File: src/hw/rtl/uvc_pkg.sv
// ----------------------------------------------------------------------------
// uvc_pkg
// Shared types and constants for the UTF-8 validator and code point counter.
// ----------------------------------------------------------------------------
package uvc_pkg;

	localparam int COUNT_WIDTH = 24;
	localparam int OUT_COUNT_W = 24;
	localparam int CP_W        = 21;
	localparam int EXT_W       = 33;

	localparam int QUEUE_DEPTH = 4;
	localparam int QPTR_W      = $clog2(QUEUE_DEPTH);
	localparam int QCNT_W      = $clog2(QUEUE_DEPTH + 1);

	localparam logic [COUNT_WIDTH-1:0] COUNT_MAX   = '1;
	localparam logic [EXT_W-1:0]       OUT_MAX_EXT = EXT_W'(24'hFFFFFF);
	localparam logic [OUT_COUNT_W-1:0] OUT_MAX     = '1;

	localparam logic [7:0] ASCII_MAX = 8'h7F;
	localparam logic [7:0] SEQ2_LO   = 8'hC2;
	localparam logic [7:0] SEQ2_HI   = 8'hDF;
	localparam logic [7:0] SEQ3_LO   = 8'hE0;
	localparam logic [7:0] SEQ3_HI   = 8'hEF;
	localparam logic [7:0] SEQ4_LO   = 8'hF0;
	localparam logic [7:0] SEQ4_HI   = 8'hF4;
	localparam logic [7:0] CONT_MASK = 8'hC0;
	localparam logic [7:0] CONT_TAG  = 8'h80;

	localparam logic [CP_W-1:0] MIN_SEQ2  = 21'h80;
	localparam logic [CP_W-1:0] MIN_SEQ3  = 21'h800;
	localparam logic [CP_W-1:0] MIN_SEQ4  = 21'h10000;
	localparam logic [CP_W-1:0] CP_MAX    = 21'h10FFFF;
	localparam logic [CP_W-1:0] SURR_LO   = 21'hD800;
	localparam logic [CP_W-1:0] SURR_HI   = 21'hDFFF;

	typedef enum logic [2:0] {
		LC_ASCII,
		LC_SEQ2,
		LC_SEQ3,
		LC_SEQ4,
		LC_BAD
	} lead_cls_t;

	typedef struct packed {
		logic [7:0] data_byte;
		logic       has_byte;
		logic       last;
	} uvc_in_t;

	typedef struct packed {
		logic [OUT_COUNT_W-1:0] codepoint_count;
		logic                   invalid;
	} uvc_out_t;

	typedef struct packed {
		lead_cls_t  lead_cls;
		logic [4:0] lead_bits;
		logic       is_cont;
		logic [5:0] cont_bits;
		logic       has_byte;
		logic       last;
	} uvc_cls_t;

endpackage

File: src/hw/rtl/uvc_front.sv
// ----------------------------------------------------------------------------
// uvc_front
// Byte classifier: lead class, lead payload and continuation check per word.
// ----------------------------------------------------------------------------
module uvc_front import uvc_pkg::*; (
	input  uvc_in_t  in_word,
	output uvc_cls_t cls_word
);

	always_comb begin
		cls_word.has_byte  = in_word.has_byte;
		cls_word.last      = in_word.last;
		cls_word.is_cont   = (in_word.data_byte & CONT_MASK) == CONT_TAG;
		cls_word.cont_bits = in_word.data_byte[5:0];
		cls_word.lead_bits = 5'd0;
		if (in_word.data_byte <= ASCII_MAX) begin
			cls_word.lead_cls = LC_ASCII;
		end else if (in_word.data_byte >= SEQ2_LO && in_word.data_byte <= SEQ2_HI) begin
			cls_word.lead_cls  = LC_SEQ2;
			cls_word.lead_bits = in_word.data_byte[4:0];
		end else if (in_word.data_byte >= SEQ3_LO && in_word.data_byte <= SEQ3_HI) begin
			cls_word.lead_cls  = LC_SEQ3;
			cls_word.lead_bits = {1'b0, in_word.data_byte[3:0]};
		end else if (in_word.data_byte >= SEQ4_LO && in_word.data_byte <= SEQ4_HI) begin
			cls_word.lead_cls  = LC_SEQ4;
			cls_word.lead_bits = {2'b00, in_word.data_byte[2:0]};
		end else begin
			cls_word.lead_cls = LC_BAD;
		end
	end

endmodule

File: src/hw/rtl/uvc_queue.sv
// ----------------------------------------------------------------------------
// uvc_queue
// Short register queue between the classifier and the decoder.
// ----------------------------------------------------------------------------
module uvc_queue import uvc_pkg::*; (
	input  logic        clk,
	input  logic        arst_n,
	input  logic        push,
	input  uvc_cls_t    push_word,
	output logic        full,
	input  logic        pop,
	output logic        head_valid,
	output uvc_cls_t    head_word,
	output logic [QCNT_W-1:0] fill
);

	uvc_cls_t          mem_q [QUEUE_DEPTH];
	logic [QPTR_W-1:0] wr_ptr_q;
	logic [QPTR_W-1:0] rd_ptr_q;
	logic [QCNT_W-1:0] cnt_q;

	assign full       = cnt_q == QCNT_W'(QUEUE_DEPTH);
	assign head_valid = cnt_q != '0;
	assign head_word  = mem_q[rd_ptr_q];
	assign fill       = cnt_q;

	always_ff @(posedge clk or negedge arst_n) begin
		if (!arst_n) begin
			wr_ptr_q <= '0;
			rd_ptr_q <= '0;
			cnt_q    <= '0;
		end else begin
			if (push) begin
				wr_ptr_q <= (wr_ptr_q == QPTR_W'(QUEUE_DEPTH - 1)) ? '0 : wr_ptr_q + 1'b1;
			end
			if (pop) begin
				rd_ptr_q <= (rd_ptr_q == QPTR_W'(QUEUE_DEPTH - 1)) ? '0 : rd_ptr_q + 1'b1;
			end
			if (push && !pop) begin
				cnt_q <= cnt_q + 1'b1;
			end else if (pop && !push) begin
				cnt_q <= cnt_q - 1'b1;
			end
		end
	end

	always_ff @(posedge clk) begin
		if (push) begin
			mem_q[wr_ptr_q] <= push_word;
		end
	end

endmodule

File: src/hw/rtl/uvc_back.sv
// ----------------------------------------------------------------------------
// uvc_back
// Sequence decoder, code point counter and result register.
// ----------------------------------------------------------------------------
module uvc_back import uvc_pkg::*; (
	input  logic     clk,
	input  logic     arst_n,
	input  logic     head_valid,
	input  uvc_cls_t head_word,
	output logic     pop,
	output logic     pop_last,
	output logic     res_valid,
	input  logic     res_stall,
	output uvc_out_t res_word
);

	logic [COUNT_WIDTH-1:0] cnt_q, cnt_n;
	logic [1:0]             be_q, be_n;
	logic [2:0]             sw_q, sw_n;
	logic [CP_W-1:0]        pc_q, pc_n;
	logic                   err_q, err_n;
	logic                   bump;
	logic                   bad_cp;
	logic [CP_W-1:0]        cp;
	logic                   out_free;
	logic [EXT_W-1:0]       cnt_ext;
	uvc_out_t               fin;
	logic                   res_valid_q;
	uvc_out_t               res_word_q;

	assign out_free  = !res_valid_q || !res_stall;
	assign pop       = head_valid && (!head_word.last || out_free);
	assign pop_last  = pop && head_word.last;
	assign res_valid = res_valid_q;
	assign res_word  = res_word_q;
	assign cp        = {pc_q[CP_W-7:0], head_word.cont_bits};

	always_comb begin
		bad_cp = (sw_q == 3'd2 && cp < MIN_SEQ2) ||
			(sw_q == 3'd3 && cp < MIN_SEQ3) ||
			(sw_q == 3'd4 && cp < MIN_SEQ4) ||
			cp > CP_MAX || (cp >= SURR_LO && cp <= SURR_HI);
		be_n  = be_q;
		sw_n  = sw_q;
		pc_n  = pc_q;
		err_n = err_q;
		bump  = 1'b0;
		if (head_word.has_byte && !err_q) begin
			if (be_q == 2'd0) begin
				unique case (head_word.lead_cls)
					LC_ASCII: bump = 1'b1;
					LC_SEQ2: begin
						sw_n = 3'd2;
						be_n = 2'd1;
						pc_n = CP_W'(head_word.lead_bits);
					end
					LC_SEQ3: begin
						sw_n = 3'd3;
						be_n = 2'd2;
						pc_n = CP_W'(head_word.lead_bits);
					end
					LC_SEQ4: begin
						sw_n = 3'd4;
						be_n = 2'd3;
						pc_n = CP_W'(head_word.lead_bits);
					end
					default: err_n = 1'b1;
				endcase
			end else if (!head_word.is_cont) begin
				err_n = 1'b1;
			end else begin
				be_n = be_q - 2'd1;
				pc_n = cp;
				if (be_q == 2'd1) begin
					if (bad_cp) begin
						err_n = 1'b1;
					end else begin
						bump = 1'b1;
					end
					sw_n = 3'd0;
					pc_n = '0;
				end
			end
		end
		cnt_n   = (bump && cnt_q != COUNT_MAX) ? cnt_q + 1'b1 : cnt_q;
		cnt_ext = EXT_W'(cnt_n);
		fin.invalid = err_n || be_n != 2'd0;
		if (fin.invalid) begin
			fin.codepoint_count = '0;
		end else if (cnt_ext > OUT_MAX_EXT) begin
			fin.codepoint_count = OUT_MAX;
		end else begin
			fin.codepoint_count = cnt_ext[OUT_COUNT_W-1:0];
		end
	end

	always_ff @(posedge clk or negedge arst_n) begin
		if (!arst_n) begin
			cnt_q       <= '0;
			be_q        <= '0;
			sw_q        <= '0;
			pc_q        <= '0;
			err_q       <= 1'b0;
			res_valid_q <= 1'b0;
		end else begin
			if (pop) begin
				if (head_word.last) begin
					cnt_q <= '0;
					be_q  <= '0;
					sw_q  <= '0;
					pc_q  <= '0;
					err_q <= 1'b0;
				end else begin
					cnt_q <= cnt_n;
					be_q  <= be_n;
					sw_q  <= sw_n;
					pc_q  <= pc_n;
					err_q <= err_n;
				end
			end
			if (out_free) begin
				res_valid_q <= pop_last;
			end
		end
	end

	always_ff @(posedge clk) begin
		if (pop_last) begin
			res_word_q <= fin;
		end
	end

endmodule

File: src/hw/rtl/utf8_validate_count_top.sv
// ----------------------------------------------------------------------------
// utf8_validate_count_top
// Streaming UTF-8 validator and code point counter.
// ----------------------------------------------------------------------------
// Takes one byte word per cycle while byte_stall is low, with no gaps between
// buffers. A word marked last closes its buffer and yields one result word
// with the code point count (saturating, zero on error) and the invalid flag.
// The closing word passes through the four-entry register queue between the
// classifier and the decoder, then through the result register. The decoder
// updates its state once per byte, which sets the rate; the queue absorbs
// short result-side stalls before the byte side sees stall.
module utf8_validate_count_top import uvc_pkg::*; (
	input  logic     clk,
	input  logic     arst_n,
	input  logic     byte_valid,
	output logic     byte_stall,
	input  uvc_in_t  byte_word,
	output logic     result_valid,
	input  logic     result_stall,
	output uvc_out_t result_word
);

	uvc_cls_t          cls_word;
	uvc_cls_t          head_word;
	logic              q_full;
	logic              q_push;
	logic              q_pop;
	logic              head_valid;
	logic              pop_last;
	logic [QCNT_W-1:0] q_fill;

	assign byte_stall = q_full;
	assign q_push     = byte_valid && !q_full;

	uvc_front u_front (
		.in_word  (byte_word),
		.cls_word (cls_word)
	);

	uvc_queue u_queue (
		.clk        (clk),
		.arst_n     (arst_n),
		.push       (q_push),
		.push_word  (cls_word),
		.full       (q_full),
		.pop        (q_pop),
		.head_valid (head_valid),
		.head_word  (head_word),
		.fill       (q_fill)
	);

	uvc_back u_back (
		.clk        (clk),
		.arst_n     (arst_n),
		.head_valid (head_valid),
		.head_word  (head_word),
		.pop        (q_pop),
		.pop_last   (pop_last),
		.res_valid  (result_valid),
		.res_stall  (result_stall),
		.res_word   (result_word)
	);

	a_fill_bound: assert property (@(posedge clk) disable iff (!arst_n)
		q_fill <= QCNT_W'(QUEUE_DEPTH))
		else $error("queue fill beyond depth");

	a_result_src: assert property (@(posedge clk) disable iff (!arst_n)
		$rose(result_valid) |-> $past(pop_last))
		else $error("result without a closing word");

	a_invalid_zero: assert property (@(posedge clk) disable iff (!arst_n)
		result_valid && result_word.invalid |-> result_word.codepoint_count == '0)
		else $error("invalid result with nonzero count");

	a_hold_pop: assert property (@(posedge clk) disable iff (!arst_n)
		result_valid && result_stall |-> !pop_last)
		else $error("closing word taken while result stalled");

endmodule

File: config.mk
export PLATFORM = sky130hd
export DESIGN_NAME = utf8_validate_count_top
export DESIGN_NICKNAME = d
export VERILOG_FILES = /design/src/hw/rtl/uvc_pkg.sv /design/src/hw/rtl/uvc_front.sv /design/src/hw/rtl/uvc_queue.sv /design/src/hw/rtl/uvc_back.sv /design/src/hw/rtl/utf8_validate_count_top.sv
export SDC_FILE = /design/constraint.sdc
export NUM_CORES = 1
export LEC_CHECK = 0
export BUFFER_PORTS_ARGS = -buffer_cell sky130_fd_sc_hd__buf_2
export CAP_MARGIN = 25
export CORE_MARGIN = 3
export CORE_UTILIZATION = 40
export CTS_CLUSTER_DIAMETER = 60
export CTS_CLUSTER_SIZE = 30
export DETAILED_ROUTE_END_ITERATION = 10
export PLACE_DENSITY = 0.56
export SLEW_MARGIN = 10
export SYNTH_ARGS = -nofsm -noshare
export SYNTH_HDL_FRONTEND = slang
export SYNTH_SLANG_ARGS = --single-unit
File: constraint.sdc
create_clock -name clk -period 6.4 [get_ports clk]
set_input_delay 0.96 -clock clk [delete_from_list [all_inputs] [get_ports clk]]
set_output_delay 0.96 -clock clk [all_outputs]
set_load 0.01 [all_outputs]
==> metrics list, run 1 <==
- Run status: finished, final reports clean
- Fraction of final layout cells sized beyond drive strength 1: 20.58%
- Counting flops with an async set or reset pin after synthesis yields a share of 36.30%.
* Num CTS Buffers: 17
- Routability-driven placement finished with a final weighted congestion of 0.8290.
- Post-CTS sizing: 0
* DIE AREA: 19,190 sq um
- Routed wire per std cell: 17.78 um
* CP endpoint: u_queue.fill[2]
- Summing all multi-input logic gate instances after layout gives 2656 sq um.
* Remaining Overflow, GRT: 0
- Worst flop-to-flop path endpoint: u_queue.fill[2]
- In the routed layout, each cell is associated on average with a via count of 5.693.
- In this run, the number of DRC markers left after iteration 0 of detailed routing was 299.
- After the last flow step, the layout net total stands at 628.
* Period utilization: 48.41%
* Number of synthesized flops with an enable pin: 93
- Synthesized area: 7024 sq um
- Synth-to-Final Area Change: 14.21%
- Row Count: 47
- Leakage power total: 2.862 nW
- In this run the tool buffered the top-level ports with 40 buffer cells.
- Max-cap violations: 0
- Area occupied by registers: 4119 sq um
- Max transition margin: 35.85%
- Number of synthesized register bits: 146
- The layout has 1,475 filler cells.
- In the routed design, unresolved DRC markers number 0.
- # diodes: 0
- After technology mapping, the gate count stands at 571.
- The die is 138.5 um tall.
- The total count of hold-check failures in the final report came to 0.
- On the final layout, the worst clock skew is 0.006422 ns.
- Number of H-tree levels: 4
- The min-delay analysis places its worst path in the category flop to flop.
- Number of failing setup endpoints in the final timing report: 0
- The number of slew-limit violations in the final report came to 0.
* Yosys synthesis warning count: 0
* Portion of the post-synthesis area used by sequential elements: 58.64%
- Largest net degree at the start of global routing: 54
* First-pass GRT wire length: 24.68 mm
* Insertion delay of the later-clocked pin in the worst-skew pair: 0.42 ns
- Final Routed Wirelength: 14.89 mm
- Post-synthesis area per instance: 12.30 sq um
- TritonCTS clock tree: yes
* Initial cell density of the core: 41.62%
- Counting I/O delays and the setup requirement, the final critical path takes 3.098 ns.
* Hpwl dp: 9.640 mm
- Most common flop cell mapped by yosys: edfxtp_1
* Number of antenna violations at the first check in global routing: 0
- In the global route stage, overall resource usage came out at 16.06%.
- Setup TNS: 0 ns
* Die width: 138.5 um
- Post-CTS setup buffers: 0
* Maximum number of buffers from clock root to sink: 2
* Logic depth of the worst register-to-register path: 9
- Tracing the worst setup path back leads to its startpoint at u_queue.rd_ptr_q[1].
- Launch instance of the worst register-to-register path: u_queue.rd_ptr_q[1]
- For this design, the CTS-stage hold fixing added 0 buffers.
* CP max FO: 37
- CP startpoint kind: flop
- The core region is 16,880 sq um.
- STA puts the critical path data arrival time at 3.44 ns.
- Power Dens Cells: 495.7 nW/um^2
- Cell chosen for the clock root: clkbuf_16
- Reg clk slew, reported paths: 0.06 ns
* Post-Syn Nets: 595
* Residual antenna-violating net count after detailed routing: 0
- At the worst endpoint, the required time is 6.74 ns.
* Path type of the worst setup path: flop to flop
- Setup repair after global routing left no endpoint under its margin.
* Unique masters post-synth: 61
* Kind of capture point of the worst setup path: flop
- Clock tree sinks: 146
- Number of search-and-repair iterations in the first detailed-routing pass: 4
- Setup slack on the worst flop-to-flop path: 3.30 ns
* Worst hold slack: 0.4941 ns
- The number of global-route vias before repair is 4,710.
- Post-route setup slack: 3.302 ns
- Based on the critical path, the design can be clocked at up to 322.8 MHz.
- At the placement stage, the worst setup path has a slack of 3.236 ns.
* VDD IR max: 0.0002189 V
- At the pin with the least slew margin, the transition time is 0.9622 ns.
* Via count of the routed design: 4,765
* I/O pin count: 41
## worst max-delay path, stage by stage (launching register included)
cell and delay [ns]:
dfrtp_1 0.88, mux4_2 0.48, a31oi_2 0.13, inv_2 0.41, ha_1 0.27, inv_1 0.06
fa_1 0.37, xor2_1 0.15, nor2_1 0.11, xor2_1 0.15
## flip-flops by register name, summed over array words and instances, names as in the netlist
register,flops
u_back.be_q,2
u_back.cnt_q,24
u_back.err_q,1
u_back.pc_q,15
u_back.res_valid,1
u_back.res_word,25
u_back.sw_q,3
u_queue.fill,3
u_queue.mem_q,68
u_queue.rd_ptr_q,2
u_queue.wr_ptr_q,2
## layout by cell type, fill, tap and decap left out, types with 3 or more instances in the layout
cell type	Yosys	routed
edfxtp_1	93	93
dfrtp_1	53	53
o21ai_0	52	52
buf_2	6	41
nand2_1	34	34
a31oi_1	33	33
inv_1	23	23
nor2_1	21	20
a21oi_2	19	20
or3_1	20	20
mux4_2	17	17
clkbuf_16	0	17
o31ai_1	16	16
nand3_1	15	15
and2_1	12	12
o21ai_1	10	10
nand4_1	9	9
ha_1	9	9
a21oi_1	9	8
o31a_1	8	8
buf_4	0	7
inv_6	0	6
a41oi_1	5	5
a21o_1	5	5
mux2i_1	5	5
o41ai_1	5	5
nor4_1	4	4
nor3_1	4	4
a211oi_1	4	4
nand2b_1	3	3
nor3b_1	3	3
xnor2_1	3	3
and3_1	3	3
and4_1	3	3
o2111a_1	3	3
bufinv_16	0	3
## cell type report
cell class                      count  area share [%]
Clock buffer                       19           5.396
Multi-Input combinational cell    365           33.11
Clock inverter                     13           2.152
Inverter                           25           1.170
Timing Repair Buffer               49           3.400
Tap cell                          220           3.431
Sequential cell                   146           51.34
## report_power, final
| group | switching [mW] | total, mW | internal, mW | leakage, nW |
|---|---|---|---|---|
| clock | 0.399 | 1.02 | 0.621 | 0.294 |
| sequential | 0.193 | 1.53 | 1.34 | 1.58 |
| combinational | 0.904 | 1.43 | 0.522 | 0.991 |
## cells in the mapped netlist, types with 3 or more instances
| master | number | share of area, % |
|---|---|---|
| edfxtp_1 | 93 | 40 |
| dfrtp_1 | 53 | 19 |
| o21ai_0 | 52 | 3.7 |
| nand2_1 | 34 | 1.8 |
| a31oi_1 | 33 | 2.9 |
| clkbuf_1 | 23 | 1.2 |
| inv_1 | 23 | 1.2 |
| nor2_1 | 21 | 1.1 |
| or3_1 | 20 | 1.8 |
| a21oi_2 | 19 | 2.4 |
| mux4_2 | 17 | 5.5 |
| o31ai_1 | 16 | 1.7 |
| nand3_1 | 15 | 1.1 |
| and2_1 | 12 | 1.1 |
| o21ai_1 | 10 | 0.71 |
| a21oi_1 | 9 | 0.64 |
| ha_1 | 9 | 1.6 |
| nand4_1 | 9 | 0.80 |
| o31a_1 | 8 | 1.0 |
| buf_2 | 6 | 0.43 |
| a21o_1 | 5 | 0.53 |
| a41oi_1 | 5 | 0.62 |
| mux2i_1 | 5 | 0.71 |
| o41ai_1 | 5 | 0.62 |
| a211oi_1 | 4 | 0.43 |
| nor3_1 | 4 | 0.29 |
| nor4_1 | 4 | 0.36 |
| and3_1 | 3 | 0.27 |
| and4_1 | 3 | 0.37 |
| buf_1 | 3 | 0.16 |
| buf_6 | 3 | 0.48 |
| nand2b_1 | 3 | 0.27 |
| nor3b_1 | 3 | 0.32 |
| o2111a_1 | 3 | 0.48 |
| xnor2_1 | 3 | 0.37 |
## how the worst min path moves through the flow
stage                    start         endpoint  cells after the start
2_1_floorplan  u_queue.fill[2]  u_queue.fill[2]                      1
3_3_place_gp   u_queue.fill[2]  u_queue.fill[2]                      1
3_5_place_dp   u_queue.fill[2]  u_queue.fill[2]                      1
4_1_cts        u_queue.fill[2]  u_queue.fill[2]                      1
5_1_grt        u_queue.fill[2]  u_queue.fill[2]                      1
6_report       u_queue.fill[2]  u_queue.fill[2]                      1
## through the flow
step / cells / area, sq um / utilization [%] / power, mW
4_1_cts: 837 / 8023 / 47.54 / 4.017
3_5_place_dp: 805 / 7417 / 43.95 / 2.988
2_1_floorplan: 571 / 7024 / - / 2.579
6_report: 837 / 8023 / 47.54 / 3.977
5_1_grt: 837 / 8023 / 47.54 / 4.249
3_3_place_gp: 803 / 7397 / 43.83 / 2.927
## logic make-up (layout without fill, tap and decap cells)
logic type / count (synthesis) / in the layout / share of synthesized area, %
xor gates and xnor gates: 5 / 5 / 0.6236
adders and majority gates: 10 / 10 / 1.888
DFF: 146 / 146 / 58.64
muxes: 24 / 24 / 6.484
and+or+nand+nor: 144 / 144 / 11.22
AOI/OAI and AO/OA: 182 / 182 / 17.51
buffers and inverters: 60 / 106 / 3.634
## routing by layer
metal / track usage, % / part of all wire, %
met1: 21.94 / 46
met2: 24.92 / 48
met3: 3.591 / 4.5
met4: 6.760 / 1.7
met5: 0 / 0
(Power assumes the default switching activity.)
==> inputs of run 2 (changes only) <==
- ABC_AREA: not set -> 1
- PLACE_DENSITY: 0.56 -> 0.58
- clock period: 6.4 -> 2.8 ns (I/O delays scaled with it)
==> metrics list, run 2 <==
- Number of H-tree levels: 4 (unchanged)
* Reg clk slew, reported paths: 0.06 ns (about the same)
* Synth cell count leaders: nand2_1 (236), edfxtp_1 (93), inv_1 (90), nor2_1 (72), dfrtp_1 (53)
* Fraction of power consumed by the clock network: 24.1% (-1.5 points)
- The top-level port count came to 41 (unchanged).
- Relative to the synthesized area, the layout overhead comes to 14.61%.
* Unique masters post-synth: 37 (-39%)
- STA classifies the critical path startpoint as a flop.
- Share of the synthesized area in compound gates (AO/OA/AOI/OAI): 6.043% (-11 points)
* Area fraction in and, or, nand and nor cells after synthesis: 26.44% (+15 points)
- Routed wire per std cell: 14.59 um (-18%)
* Number of buffers and inverters on the critical path: 1 (-1)
* Internal: 5.392 mW (+120%)
- VDD IR max: 0.0006836 V (+210%)
- The number of buffers on the longest clock path was 2 (unchanged).
- Die width: 141.4 um (+2.1%)
* First-pass GRT wire length: 26.99 mm (+9.4%)
* Run status: finished, final reports clean
- The number of slew-limit violations in the final report came to 0 (unchanged).
* Synthesized area: 7330 sq um (+4.3%)
- Most numerous cell in the Yosys netlist: nand2_1
- The number of diodes added for antenna fixing is 0 (unchanged).
- The number of flops mapped to enable cells by yosys is 93 (unchanged).
* Actual transition at the worst max-transition pin: 0.7053 ns (-0.2569 ns)
* Setup TNS: 0 ns (unchanged)
* Number of antenna violations at the first check in global routing: 0 (unchanged)
- The number of global-route vias before repair was 5,380 (+14%).
- The reported leakage power is 3.772 nW (+32%).
* Critical Path AT: 2.62 ns (-0.82 ns)
- The top-area cell type share of the netlist area was 38.10% (-1.7 points).
* Worst hold slack: 0.2134 ns (-0.2808 ns)
- Gate power share: 40.5% (+4.6 points)
- The total count of hold-check failures in the final report is 0 (unchanged).
- Vias per Instance: 4.995 (-12%)
* Number of synthesized register bits: 146 (unchanged)
* Remaining Overflow, GRT: 0 (unchanged)
- The number of rows in the core area was 48 (+2.1%).
- The height of the die came to 141.4 um (+2.1%).
- For hold timing, the worst endpoint is u_queue.mem_q[0][1].
* Ordered cell list for the critical path: ha_1, nand3_1, nor2_1, nand2_1, nor2_4, nand4_1, nand3_1, buf_4, nand2_1, nand2_1, nor2_2
- Total Power: 9.166 mW (+130%)
* Nets: 885 (+41%)
- The fraction of synthesized area in multiplexers was 0.1536% (-6.3 points).
- The time the final worst path needs with I/O delays and setup was 2.441 ns (-0.6574 ns).
- Gp weighted congestion: 0.9117 (+10%)
* Syn Inst Count: 807 (+41%)
- Via count of the routed design: 5,490 (+15%)
- The path class of the tightest hold or removal check is input pin to flop.
- Quantity of I/O buffers inserted on ports: 40 (unchanged)
* Adder and majority cell fraction of the synthesized area: 1.809% (-0.079 points)
- Final Routed Wirelength: 16.04 mm (+7.7%)
* Fraction of registers with async set/reset: 36.30% (unchanged)
- In the synthesized netlist the dominant register cell turns out to be edfxtp_1.
* Dominant cells by area after synthesis: edfxtp_1 (38%), dfrtp_1 (18%), nand2_1 (12%)
* Pre-CTS setup slack: 0.3373 ns (-2.899 ns)
* Global routing usage summed across all routing layers: 16.87% (+0.81 points)
- The average cell area after synthesis is 9.082 sq um (-26%).
* Largest family of logic cells by synthesized area: simple AND/OR/NAND/NOR gates
- The placed wire-length estimate is 10.94 mm (+14%).
- The switching fraction of total power came to 41.17% (+3.6 points).
- Leaving out fill and tap cells, the most frequent cell in the layout is nand2_1.
- TritonCTS clock tree: yes
* Hold Path Origin: byte_word[1]
- DIE AREA: 19,980 sq um (+4.2%)
- The starting density of the core is 41.65% (about the same).
* Reg power frac: 35.4% (-3.1 points)
- The endpoint identified for the worst register-to-register timing path is u_back.res_word[2].
- CP max FO: 20 (-46%)
- The highest clock frequency the design can meet is 409.7 MHz (+27%).
* Clock tree sinks: 146 (unchanged)
- The count of final setup violators was 0 (unchanged).
- The number of routed nets with antenna violations is 0 (unchanged).
* Largest register by flop count: u_queue.mem_q
- Yosys synthesis warning count: 0 (unchanged)
* Power Dens Cells: 1091 nW/um^2 (+120%)
* CP most frequent cell: nand2_1
- The relative max-transition margin is 52.58% (+17 points).
* Core area: 17,600 sq um (+4.3%)
- Post-route setup slack: 0.3592 ns (-2.943 ns)
- The worst hold path cell count was 1 (unchanged).
- Insertion delay of the later-clocked pin in the worst-skew pair: 0.43 ns (about the same)
- Cell chosen for the clock root: clkbuf_16
- The net count after synthesis is 831 (+40%).
- Number of flip-flops in the largest register: 68 (unchanged)
* Fraction of final layout cells sized beyond drive strength 1: 15.10% (-5.5 points)
- Top cell type by total area after synthesis: edfxtp_1
- Library cell contributing the largest single delay on the critical path: dfrtp_1
- The endpoint required time on the critical path came to 2.97 ns (-3.77 ns).
- Portion of the post-synthesis area used by sequential elements: 56.20% (-2.4 points)
- Switch Pwr: 3.774 mW (+150%)
- Drt initial violations: 331 (+11%)
- Worst clock skew on the final layout: 0.01265 ns (+0.006226 ns)
* Setup slack on the worst flop-to-flop path: 0.36 ns (-2.94 ns)
* XOR/XNOR share of the synthesized area: 1.792% (+1.2 points)
- The number of fill cells in the layout was 1,688 (+14%).
* Kind of capture point of the worst setup path: flop
- RSZ-0062 raised after global routing: false
- Family of cells with the greatest summed delay on the critical path: simple AND/OR/NAND/NOR gates
- Period utilization: 87.17% (+39 points)
- The startpoint identified for the worst register-to-register timing path is u_back.cnt_q[0].
* Max-cap violations: 0 (unchanged)
- DRC violation count after routing: 0 (unchanged)
- The number of optimization iterations in the first detailed-route pass came to 5 (+1).
* Path type of the worst setup path: flop to flop
- The number of CTS-inserted buffers came to 17 (unchanged).
- Largest net degree at the start of global routing: 29 (-46%)
- Delay contributed by the slowest stage of the critical path: 0.47 ns (-0.41 ns)
- In the layout the commonest cells are nand2_1 (236), edfxtp_1 (93), inv_1 (90), nor2_1 (72), dfrtp_1 (53).
- Logic depth of the worst register-to-register path: 11 (+2)
run 2: power groups by stage:
stage               logic [mW]  clock network [mW]  registers (mW)
CTS                       3.72                2.26            3.25
finish                    3.71                2.20            3.25
global placement          3.66                   0            3.29
global route              4.21                2.34            3.31
floorplan                 2.65                   0            3.34
detailed placement        3.71                   0            3.29
run 2: worst max-delay path by stage:
stage                         from             endpoint  slack (ns)  cells after the start
2_1_floorplan  u_queue.rd_ptr_q[0]      u_queue.fill[2]        0.31                     15
3_3_place_gp        u_back.be_q[0]   u_back.res_word[0]        0.37                     11
3_5_place_dp        u_back.be_q[0]   u_back.res_word[0]        0.34                     11
4_1_cts             u_back.be_q[1]   u_back.res_word[0]        0.32                     11
5_1_grt            u_back.cnt_q[0]  u_back.res_word[21]        0.12                     12
6_report           u_back.cnt_q[0]   u_back.res_word[2]        0.36                     11
run 2: logic make-up after synthesis:
logic type / after synthesis
AO/OA/AOI/OAI: 75
buffers and inverters: 126
flip-flops: 146
AND/OR/NAND/NOR: 434
XOR/XNOR: 15
multiplexers: 1
adder cells (fa/ha/maj): 10
run 2: per-stage QoR:
stage	util, %	std cells	instance area (sq um)
after floorplan	-	807	7330
after global placement	44.35	1064	7805
after detailed placement	44.35	1064	7805
after CTS	47.65	1097	8386
after global routing	47.74	1099	8401
final	47.74	1099	8401
run 2: cell type report:
cell class	instances	area (sq um)	area share, %
clock buffer	18	429.2	5.109
inverter	95	362.8	4.319
clock inverter	14	141.4	1.683
timing repair buffer	66	410.4	4.885
tap	225	281.5	3.351
multi-input combinational	535	2656	31.62
sequential	146	4119	49.03
run 2: timing repair:
item	4_1_cts	5_1_grt
resized for setup	0	0
hold buffers	1	0
setup buffers	0	2
setup endpoints to repair	0	3
hold endpoints to repair	12	0
run 2: routing by layer:
metal,wire (um),GRT usage [%],vias to the layer above
met5,0,0,-
met1,7364,21.36,2604
met3,527,3.943,14
met4,160,4.437,0
met2,7983,29.14,81
li1,-,-,2791
run 2: worst reg2reg max path: cells and delay by family (launching register included):
kind / cells / cell delay [ns]
adder cells (fa/ha/maj): 1 / 0.23
buffers and inverters: 1 / 0.26
flip-flops: 1 / 0.47
AND/OR/NAND/NOR: 9 / 1.24
==> inputs of run 3 (changes only) <==
- PLACE_DENSITY: 0.58 -> 0.56
- clock period: 2.8 -> 3 ns (I/O delays scaled with it)
==> metrics list, run 3 (synthesized netlist as in run 2, its figures left out) <==
- The share of total power in sequential cells is 35.7% (+0.3 points).
- Worst clock skew on the final layout: 0.01053 ns (-0.002120 ns)
* Post-route setup slack: 0.2520 ns (-0.1072 ns)
- Fin. Hold Viols: 0 (unchanged)
- Number of search-and-repair iterations in the first detailed-routing pass: 5 (unchanged)
- Largest net degree at the start of global routing: 30 (+3.4%)
* Period utilization: 91.60% (+4.4 points)
- The number of I/O port buffers was 40 (unchanged).
- The cell that appears most often on the critical path is nand2_1.
- The reported leakage power came to 3.766 nW (-0.16%).
- The number of slew-limit violations in the final report came to 0 (unchanged).
- The count of final setup violators is 0 (unchanged).
- DRC violation count after routing: 0 (unchanged)
- Vias per Instance: 5.067 (+1.4%)
- The placeable core area is 17,600 sq um (unchanged).
- Die outline height: 141.4 um (unchanged)
- Post-CTS setup buffers: 0 (unchanged)
* Post-Place Cells: 1,060 (-0.38%)
* Hold Path Origin: byte_word[1]
- The number of rows in the core area was 48 (unchanged).
- The wire length of the first global-routing pass is 27.38 mm (+1.4%).
* Remaining Overflow, GRT: 0 (unchanged)
- The total buffers and inverters traversed by the critical path was 4 (+3).
- Max Clock Freq: 363.9 MHz (-11%)
- The final wirelength is 16.25 mm (+1.3%).
- The internal power component came to 5.043 mW (-6.5%).
- Area of all placed cells without fillers: 8387 sq um (-0.16%)
- Worst hold path class: input pin to flop
- In the layout the commonest cells are nand2_1 (236), edfxtp_1 (93), inv_1 (90), nor2_1 (72), dfrtp_1 (53).
* Max-cap violations: 0 (unchanged)
* Largest register by flop count: u_queue.mem_q
* Clock tree sinks: 146 (unchanged)
- CP startpoint kind: flop
* Required time at the worst-slack endpoint: 3.30 ns (+0.33 ns)
* Number of antenna violations at the first check in global routing: 0 (unchanged)
- Fraction of power consumed by the clock network: 25.5% (+1.4 points)
* Cell chosen for the clock root: clkbuf_16
* DIE AREA: 19,980 sq um (unchanged)
- The number of cells on the worst reg-to-reg path is 13 (+2).
- Kind of capture point of the worst setup path: flop
- By startpoint and endpoint, the worst setup path is classified as flop to flop.
* Launch instance of the worst register-to-register path: u_back.be_q[0]
- The vias after detailed routing was 5,538 (+0.87%).
- Delay contributed by the slowest stage of the critical path: 0.58 ns (+0.11 ns)
- The switching fraction of total power came to 41.40% (+0.23 points).
- Fraction of final layout cells sized beyond drive strength 1: 14.75% (-0.36 points)
* Routed wire per std cell: 14.87 um (+1.9%)
- VDD IR max: 0.0006843 V (+0.11%)
* Gate power share: 38.8% (-1.7 points)
* TritonCTS clock tree: yes
- The overall power of the completed layout was 8.605 mW (-6.1%).
- The library cell used most frequently in the layout, excluding fill and tap cells, is nand2_1.
- Switch Pwr: 3.563 mW (-5.6%)
* Maximum number of buffers from clock root to sink: 2 (unchanged)
- The number of flip-flops under the largest register name came to 68 (unchanged).
* Reg clk slew, reported paths: 0.06 ns (about the same)
- Post-CTS sizing: 0 (unchanged)
* Worst Hold Endpoint: u_queue.mem_q[3][1]
* Power Dens Cells: 1026 nW/um^2 (-6.0%)
- The total number of H-tree levels was 4 (unchanged).
* Initial cell density of the core: 41.65% (unchanged)
- The insertion delay of the later-clocked pin in the worst-skew pair was 0.43 ns (about the same).
- Min Clock Period, post-route: 2.748 ns (+0.3072 ns)
- The total routing usage reported by global routing came to 17.01% (+0.14 points).
* CP max FO: 14 (-30%)
* Setup TNS: 0 ns (unchanged)
- I/O pin count: 41 (unchanged)
* Run status: finished, final reports clean
- RSZ-0062 raised after global routing: false
* Ordered cell list for the critical path: inv_1, ha_1, inv_1, a21oi_2, nand4_1, nand2_1, nand2_1, nand2_1, nand2_2, nor2_4, buf_4, nand2_1, inv_1
* Setup slack on the worst flop-to-flop path: 0.25 ns (-0.11 ns)
* Non-filler cells in the finished layout: 1,093 (-0.55%)
* Placed Instance Area: 7762 sq um (-0.55%)
- The slowest stage of the critical path belongs to the cell ha_1.
- Residual antenna-violating net count after detailed routing: 0 (unchanged)
- Critical Path AT: 3.04 ns (+0.42 ns)
- The placer congestion estimate was 0.8988 (-1.4%).
- Number of global-route vias before repair: 5,568 (+3.5%)
- Pre-CTS setup slack: 0.2796 ns (-0.05770 ns)
- Hpwl dp: 11.23 mm (+2.6%)
* Drt initial violations: 379 (+15%)
- Compared with the post-synthesis result, the final layout area differs by 14.42%.
- Actual transition at the worst max-transition pin: 0.6384 ns (-0.06690 ns)
- Family of cells with the greatest summed delay on the critical path: simple AND/OR/NAND/NOR gates
- Max transition margin: 57.08% (+4.5 points)
- Nets: 879 (-0.68%)
* Fill cell count: 1,657 (-1.8%)
* Num CTS Buffers: 17 (unchanged)
- # diodes: 0 (unchanged)
- Worst flop-to-flop path endpoint: u_back.res_word[12]
* Die width: 141.4 um (unchanged)
- Cell depth of the worst min-delay path: 1 (unchanged)
## run 3: area by class of cell
| class | instances | area, sq um | area share (%) |
|---|---|---|---|
| Tap cell | 225 | 281.5 | 3.357 |
| Clock inverter | 15 | 188.9 | 2.253 |
| Inverter | 95 | 362.8 | 4.326 |
| Sequential cell | 146 | 4119 | 49.11 |
| Multi-Input combinational cell | 535 | 2656 | 31.67 |
| Timing Repair Buffer | 60 | 352.8 | 4.207 |
| Clock buffer | 17 | 425.4 | 5.072 |
## run 3: what timing repair did
item                                   in CTS  in global routing
endpoints found under the hold margin      12                  0
setup endpoints to repair                   0                  0
hold buffers                                1                  0
## run 3: per-layer routing
layer | share of wire [%] | GRT usage (%)
met1 | 45 | 21.56
met2 | 50 | 28.94
met3 | 4.3 | 4.179
met4 | 1.1 | 5.048
met5 | 0 | 0
## run 3: worst reg2reg max path, cell delays in order (launching register included)
cell and delay (ns):
dfrtp_1 0.40, inv_1 0.10, ha_1 0.58, inv_1 0.32, a21oi_2 0.21, nand4_1 0.14
nand2_1 0.13, nand2_1 0.05, nand2_1 0.10, nand2_2 0.07, nor2_4 0.17, buf_4 0.22
nand2_1 0.08, inv_1 0.06
## run 3: how the worst max path moves through the flow
stage,start,slack [ns],to,cells after the start
after floorplan,u_queue.rd_ptr_q[0],0.51,u_queue.fill[2],15
after global placement,u_back.be_q[0],0.31,u_back.res_word[21],12
after detailed placement,u_back.be_q[0],0.28,u_back.res_word[21],12
after CTS,u_back.be_q[0],0.26,u_back.res_word[21],12
after global routing,u_back.be_q[0],0.02,u_back.res_word[21],12
final,u_back.be_q[0],0.25,u_back.res_word[12],13
## run 3: stage by stage
step | util [%] | hold slack [ns]
floorplan | - | 0.1544
global placement | 44.11 | 0.3725
detailed placement | 44.11 | 0.3787
CTS | 47.66 | 0.2234
global route | 47.66 | 0.2343
finish | 47.66 | 0.2397
## run 3: power by group through the flow
| stage | Combinational (mW) | Sequential, mW | Clock, mW |
|---|---|---|---|
| after floorplan | 2.48 | 3.11 | 0 |
| after global placement | 3.29 | 3.09 | 0 |
| after detailed placement | 3.36 | 3.11 | 0 |
| after CTS | 3.37 | 3.08 | 2.24 |
| after global routing | 3.76 | 3.14 | 2.33 |
| final | 3.34 | 3.07 | 2.20 |
